**config.mk**
```make
export PLATFORM = sky130hd
export DESIGN_NAME = mxt_step
export DESIGN_NICKNAME = d
export VERILOG_FILES = /design/src/rtl/mxt_pkg.sv /design/src/rtl/mxt_step.sv
export SDC_FILE = /design/constraint.sdc
export NUM_CORES = 1
export LEC_CHECK = 0
export ABC_AREA = 0
export BUFFER_PORTS_ARGS = -buffer_cell sky130_fd_sc_hd__buf_2
export CAP_MARGIN = 5
export CORE_MARGIN = 3
export CORE_UTILIZATION = 40
export DETAILED_ROUTE_END_ITERATION = 7
export PLACE_DENSITY = 0.72
export SYNTH_ARGS = -nofsm -noshare
export SYNTH_HDL_FRONTEND = slang
export SYNTH_SLANG_ARGS = --single-unit
```
**constraint.sdc**
```tcl
create_clock -name vclk -period 8.01
set_clock_uncertainty 0.15 [all_clocks]
set_input_delay 0.4005 -clock vclk [all_inputs]
set_output_delay 0.4005 -clock vclk [all_outputs]
set_load 0.01 [all_outputs]
```
**src/rtl/mxt_pkg.sv**
```systemverilog
// Shared types and constants for the maximum-xor binary trie.
// No dependencies; imported by mxt_step, the trie core and the bench.
package mxt_pkg;

  localparam int KEY_BITS   = 31;
  localparam int POOL_NODES = 32768;
  localparam int NODE_W     = $clog2(POOL_NODES);
  localparam int CNT_W      = 16;
  localparam int FREE_W     = NODE_W + 1;
  localparam int BIT_W      = $clog2(KEY_BITS);
  localparam int MISS_W     = $clog2(KEY_BITS + 1);

  localparam logic [CNT_W-1:0]  CNT_MAX   = {CNT_W{1'b1}};
  localparam logic [FREE_W-1:0] POOL_LAST = FREE_W'(POOL_NODES - 1);
  localparam logic [NODE_W-1:0] NO_NODE   = '0;

  typedef enum logic [1:0] {
    OP_CLEAR  = 2'd0,
    OP_INSERT = 2'd1,
    OP_REMOVE = 2'd2,
    OP_QUERY  = 2'd3
  } op_t;

  // Counts of each child live in the parent entry, so one read per level
  // gives everything a step needs.
  typedef struct packed {
    logic [NODE_W-1:0] child0;
    logic [NODE_W-1:0] child1;
    logic [CNT_W-1:0]  cnt0;
    logic [CNT_W-1:0]  cnt1;
  } node_t;

  localparam int ENTRY_W = $bits(node_t);

  typedef struct packed {
    op_t               op;
    logic              key_bit;
    logic              upd;
    logic [NODE_W-1:0] alloc_idx;
  } step_ctl_t;

  typedef struct packed {
    logic [NODE_W-1:0] next_node;
    logic              hit_null;
    logic              cnt_zero;
    logic              take_opp;
    logic              new_node;
    node_t             wr_entry;
  } step_res_t;

endpackage

```
**src/rtl/mxt_step.sv**
```systemverilog
// One trie level: picks the next node and builds the updated parent entry.
// Depends on mxt_pkg.
module mxt_step
  import mxt_pkg::*;
(
  input  node_t     entry,
  input  step_ctl_t ctl,
  output step_res_t res
);

  logic [NODE_W-1:0] child;
  logic [NODE_W-1:0] opp;
  logic [CNT_W-1:0]  cnt;
  logic [CNT_W-1:0]  opp_cnt;
  logic [CNT_W-1:0]  new_cnt;

  always_comb begin
    child   = ctl.key_bit ? entry.child1 : entry.child0;
    opp     = ctl.key_bit ? entry.child0 : entry.child1;
    cnt     = ctl.key_bit ? entry.cnt1 : entry.cnt0;
    opp_cnt = ctl.key_bit ? entry.cnt0 : entry.cnt1;

    res          = '0;
    res.hit_null = (child == NO_NODE);
    res.cnt_zero = (cnt == '0);
    res.take_opp = (ctl.op == OP_QUERY) && (opp != NO_NODE) && (opp_cnt != '0);
    res.new_node = ctl.upd && (ctl.op == OP_INSERT) && (child == NO_NODE);

    if (res.take_opp) begin
      res.next_node = opp;
    end else if (res.new_node) begin
      res.next_node = ctl.alloc_idx;
    end else begin
      res.next_node = child;
    end

    // saturating count update; a fresh child's count starts at one
    if (res.new_node) begin
      new_cnt = CNT_W'(1);
    end else if (ctl.op == OP_INSERT) begin
      new_cnt = (cnt == CNT_MAX) ? cnt : cnt + CNT_W'(1);
    end else begin
      new_cnt = (cnt == '0) ? cnt : cnt - CNT_W'(1);
    end

    res.wr_entry = entry;
    if (ctl.key_bit) begin
      res.wr_entry.child1 = res.next_node;
      res.wr_entry.cnt1   = new_cnt;
    end else begin
      res.wr_entry.child0 = res.next_node;
      res.wr_entry.cnt0   = new_cnt;
    end
  end

endmodule

```
Word level (Yosys, flattened, before mapping):

Index checks and enable logic that the tools add are counted.

* register bits after elaboration: 0
* bits of input ports: 81
* output and inout bits: 81
* logic and storage cells: 27

* add/sub/neg operators: 2
* eq/ne operators: 3
* mux-type cells: 14
* reduce and logical (&&, ||, !) cells: 8

Operators by type and width (count)
* 16-bit two-way mux: 8
* 15-bit two-way mux: 6
* 16-bit by 1-bit adder with 16-bit output (second input constant): 1
* 16-bit equality test (second input constant): 1
* 16-bit zero test: 1
* 16-bit nonzero test: 1
* 16-bit by 1-bit subtractor with 16-bit output (second input constant): 1
* 15-bit zero test: 1
* 15-bit nonzero test: 1
* 1-bit logical AND: 4
* 2-bit by 1-bit equality test with 1-bit output (second input constant): 1
* 2-bit equality test (second input constant): 1

Logic depth before layout (Yosys ltp):

Gate-level depths: netlist (run 1).

* depth in word-level cells: 6
* mapped depth: 15
* depth with buffers taken out: 10

Worst setup path before layout (run 1):

No wires, ideal clock.

* kind: in2out
* from: input ctl[16] (netlist bit)
* to: output res[17] (netlist bit)
* data arrival time: 3.103 ns
* required time: 7.459 ns
* slack: 4.357 ns
* stages: 14
* buffers on the path: 6
* path through: buf_6 > buf_6 > buf_4 > buf_2 > clkbuf_1 > clkbuf_1 > nor2_1 > a21oi_1 > ha_1 > o211ai_1 > nor3_2 > a22oi_1 > o311a_1 > o31ai_1

RTL lines
* from (decl): RTL line mxt_step.sv:7 `input step_ctl_t ctl,`
* to (decl): RTL line mxt_step.sv:8 `output step_res_t res`

==> impl_metrics.toml, run 1 <==
[status]
outcome = "finished clean"

[timing]
slew_viol_final = 0
fmax_mhz = 208
setup_tns_ns = 0
fin_crit_sh = 0.602
tightestPinTransition_ns = 1.09
rsz0062_at_grt = "no"
period_needed_ns = 4.82
setup_viol = 0
hold_violations = 0
maxSlewHeadroom = 0.271

[synthesis]
synthDistinctLibCells = 67
syn_area_sq_um = 2910
synth.avg_cell_area_sq_um = 6.26
ys_seq_area_frac = 0
ys_warn_count = 0
syn_inst = 465
syn-num-nets = 549

[placement]
place.detailed.hpwl_microns = 9160
gp_congestion = 0.953
place_inst = 689
portBuffers = 162

[floorplanning]
dieArea_sq_um = 8330
initial_core_util = 0.421
dieHeight_microns = 91.3
ios = 162
core_area_sq_um = 6910
rows = 30
die_x_microns = 91.3

[setup_path]
path_buf_inv = 4
arrival_ns = 4.27
slowest_delay_ns = 1.01
worst_setup_path_start_kind = "input pin"
end_kind = "output pin"
path_delay_family = "buffers and inverters"
crit_type = "in2out"
critPathMaxFanout = 88
cp_num_cells = 9
cp_slowest_cell = "inv_2"
crit_required_ns = 7.46
crit_chain = "buf_4 > buf_4 > nor4_1 > a41oi_1 > nand3_1 > inv_2 > a211oi_1 > a211oi_1 > buf_2"

[cts]
postCtsSetupRepairBufs = 0
cts.repair.resized = 0
ctsHoldBuffers = 0

[drt]
drt_first_pass_iters = 5
wl_per_cell_microns = 17.3
drtIter0Drc = 419
viasPerCell = 6.53
totalWireLength_microns = 12000
drc = 0
ant_nets = 0
vias = 4501

[job]
maxCapViolCount = 0

[cells_and_area]
drive_gt1_frac = 0.307
n_antenna_cell = 0
nNetsFinal = 679
regArea_sq_um = 0
area_growth_pct = 27.2
clkbuf_count = 0
nFlopsAndLatches = 0
layout.cells.non_filler = 689

[min_path]
hold_depth = 3
worstHoldPathType = "in2out"

[power_and_ir_drop]
power_density_nw_per_um2 = 56.0
power_frac_seq = 0
clockPowerShare = 0
peakVddDrop_v = 0.0000327
p_comb_frac = 1.000
switching_share = 0.615
internal-power_mw = 0.0798
leakagePower_nw = 1.54
switching_power_mw = 0.128

[global_route]
grt_max_degree = 89
grt_pass1_wl_microns = 19500
grt_pass1_vias = 3979
gr-usage-all-layers = 0.269
overflow = 0
antenna_found_initial = 0
-- power by group through the flow --
stage | Combinational (mW) | Sequential (mW) | Clock, mW
floorplan | 0.117 | 0 | 0
global placement | 0.201 | 0 | 0
detailed placement | 0.204 | 0 | 0
CTS | 0.205 | 0 | 0
global route | 0.227 | 0 | 0
finish | 0.207 | 0 | 0
-- final timing paths --
path,slack (ns),startpoint,end
worst min-delay path,1.01,entry[3],res[3]
worst max-delay path,3.19,ctl[16],res[50]
-- area by class of cell --
cell class	instances	area, sq um
Timing Repair Buffer	166	843
Inverter	15	56.3
Multi-Input combinational cell	412	2680
Tap cell	96	120
Fill cell	738	3200
-- placed cells by master (no fill, tap or decap), drive strengths merged, types with 4 or more instances in the layout --
cell type | Yosys | routed
a211oi | 53 | 53
a21o | 7 | 7
a21oi | 16 | 16
a22oi | 13 | 13
a31oi | 6 | 6
buf | 11 | 166
inv | 14 | 14
mux2i | 14 | 14
nand2 | 27 | 27
nand2b | 6 | 6
nand3 | 18 | 18
nand3b | 5 | 5
nand4 | 14 | 14
nor2 | 49 | 49
nor3 | 14 | 14
nor3b | 4 | 4
nor4 | 14 | 14
o211a | 4 | 4
o211ai | 6 | 6
o21ai | 49 | 49
o22ai | 14 | 14
o31ai | 8 | 8
or3 | 15 | 15
-- cells in the mapped netlist (all sizes together), types with 4 or more instances --
library cell  instances  area, sq um
nand4                14         87.6
nor3                 14         75.1
nand3b                5         37.5
a21oi                16         80.1
nand2                27          101
o211ai                6         45.0
o21ai                49          249
nand2b                6         37.5
o22ai                14         87.6
a211oi               53          398
inv                  14         52.6
mux2i                14          140
a31oi                 6         43.8
o211a                 4         40.0
or3                  15         93.8
buf                  11         68.8
a22oi                13          103
nor3b                 4         30.0
nor2                 49          184
a21o                  7         52.6
nand3                18         90.1
nor4                 14         87.6
clkbuf               27          103
o31ai                 8         60.1
-- through the flow --
stage	power [mW]	utilization	worst slack (ns)	cell area (sq um)	hold slack, ns
floorplan	0.117	-	4.36	2910	0.744
global placement	0.201	0.536	3.42	3700	1.01
CTS	0.205	0.536	3.24	3700	1.01
detailed placement	0.204	0.536	3.27	3700	1.01
finish	0.207	0.536	3.19	3700	1.01
global route	0.227	0.536	2.72	3700	1.03
-- metal layers --
metal  part of all wire  routed length, microns  global-route usage
met3               0.11                    1280              0.0348
met1               0.41                    4880               0.372
met2               0.46                    5490               0.440
met5                  0                       0                   0
met4              0.025                     294              0.0628
-- logic make-up (layout without fill, tap and decap cells) --
kind of cell	Yosys count	after routing	share of synthesized area
buf+inv	53	181	0.0782
mux	17	17	0.0598
fa+ha+maj	3	3	0.0129
simple gates	186	186	0.342
xor+xnor	1	1	0.00301
compound gates	205	205	0.504
Power figures use the tool's default switching activity.
==> inputs of run 2 (changes only) <==
clock period = 4.5 ns   (was 8.01 ns; I/O delays follow)
==> run 2 against run 1 <==
Combinational power grew 79%. Cell count grew 0.58%. Global-route usage grew 0.10 points. Sequential share of layout area is the same. Routed wire length grew 1.0%. Sequential cell count is the same. Worst hold slack lost 0.35 ns. Critical path depth shrank 1. Clock-buffer cell count is the same. Die area is the same. Critical path type unchanged. Critical endpoint is now res[9]. Largest cell class unchanged.
==> impl_metrics.toml, run 2 (synthesis results as in run 1) <==
[min_path]
hold_depth = 3
hold_start = "entry[14]"
worstHoldPathType = "in2out"
worst_hold_path.endpoint = "res[14]"

[cells_and_area]
drive_gt1_frac = 0.312
final_cell_mix = "buf_2 (161), a211oi_1 (53), nor2_1 (49), o21ai_0 (46), nand2_1 (27)"
fin_util = 0.540
area_growth_pct = 28.2
regArea_sq_um = 0
nNetsFinal = 683
n_antenna_cell = 0
final_common_cell = "buf_2"
nFlopsAndLatches = 0
fillers = 733
clkbuf_count = 0

[drt]
highest_layer = "met4"
drc = 0
wl_met3_microns = 1210
drt_first_pass_iters = 6
totalWireLength_microns = 12100
wl_met1_microns = 4870
wl_per_cell_microns = 17.4
vias = 4467
ant_nets = 0
wl_met2_microns = 5710
drtIter0Drc = 478
viasPerCell = 6.45

[power_and_ir_drop]
clockPowerShare = 0
switching_share = 0.613
switching_power_mw = 0.227
leakagePower_nw = 1.56
peakVddDrop_v = 0.0000543
power_density_nw_per_um2 = 99.0
power_frac_seq = 0
internal-power_mw = 0.143
p_comb_frac = 1.000

[global_route]
grt_pass1_wl_microns = 19400
antenna_found_initial = 0
gr-usage-all-layers = 0.270
grt_max_degree = 97
grt_pass1_vias = 3992
overflow = 0

[setup_path]
arrival_ns = 3.31
crit_required_ns = 4.12
critPathMaxFanout = 96
worst_setup_path_start_kind = "input pin"
end_kind = "output pin"
crit_type = "in2out"

[timing]
fmax_mhz = 271
slew_viol_final = 0
setup_tns_ns = 0
hold_violations = 0
tightestPinTransition_ns = 0.906
setup_viol = 0
rsz0062_at_grt = "no"
fin_crit_sh = 0.819
period_needed_ns = 3.68
maxSlewHeadroom = 0.396

[floorplanning]
rows = 30
initial_core_util = 0.421
dieArea_sq_um = 8330
ios = 162
dieHeight_microns = 91.3
core_area_sq_um = 6910
die_x_microns = 91.3

[placement]
place.detailed.hpwl_microns = 9200
gp_congestion = 0.933
portBuffers = 162

[cts]
ctsHoldBuffers = 0
postCtsSetupRepairBufs = 0
cts.repair.resized = 0

[status]
outcome = "finished clean"

[job]
maxCapViolCount = 0
==> run 2: cell count changes in the layout (fill, tap and decap cells not counted) <==
cell   before  now
buf_4       5    9
==> run 2: worst max path at each step <==
stage               startpoint      end  slack (ns)  cells past startpoint
detailed placement     ctl[16]   res[9]        0.92                      8
floorplan              ctl[16]  res[17]        1.20                     14
finish                 ctl[16]   res[9]        0.82                      8
global route           ctl[16]  res[19]        0.51                      8
CTS                    ctl[16]   res[9]        0.92                      8
global placement       ctl[16]   res[9]        0.99                      8
==> run 2: power groups by stage <==
stage	combinational, mW	sequential (mW)	clock [mW]
final	0.370	0	0
after global routing	0.405	0	0
after global placement	0.357	0	0
after floorplan	0.208	0	0
after detailed placement	0.364	0	0
after CTS	0.365	0	0
==> run 2: worst max-delay path: stages <==
cell	delay [ns]
buf_4	0.66
nand3_1	0.19
a222oi_1	0.85
a41oi_2	0.48
a22oi_1	0.44
a21o_1	0.17
a21o_1	0.11
buf_2	0.12
==> run 2: final cells by class <==
type	instances	area, sq um	share of cell area
multi-input cells	412	2680	0.719
inverters	15	56.3	0.0151
repair buffers	170	873	0.234
well taps	96	120	0.0322
==> run 2: stage by stage <==
step	cell area (sq um)	worst slack [ns]	total power, mW	hold WS, ns	std cells
finish	3730	0.816	0.370	0.668	693
global placement	3730	0.991	0.357	0.663	693
detailed placement	3730	0.924	0.364	0.668	693
floorplan	2910	1.20	0.208	0.393	465
CTS	3730	0.919	0.365	0.668	693
global route	3730	0.511	0.405	0.686	693
==> run 2: metal layers <==
metal	track usage	up-vias
met5	0	-
met1	0.355	2023
li1	-	2131
met2	0.468	287
met3	0.0315	26
met4	0.0616	0
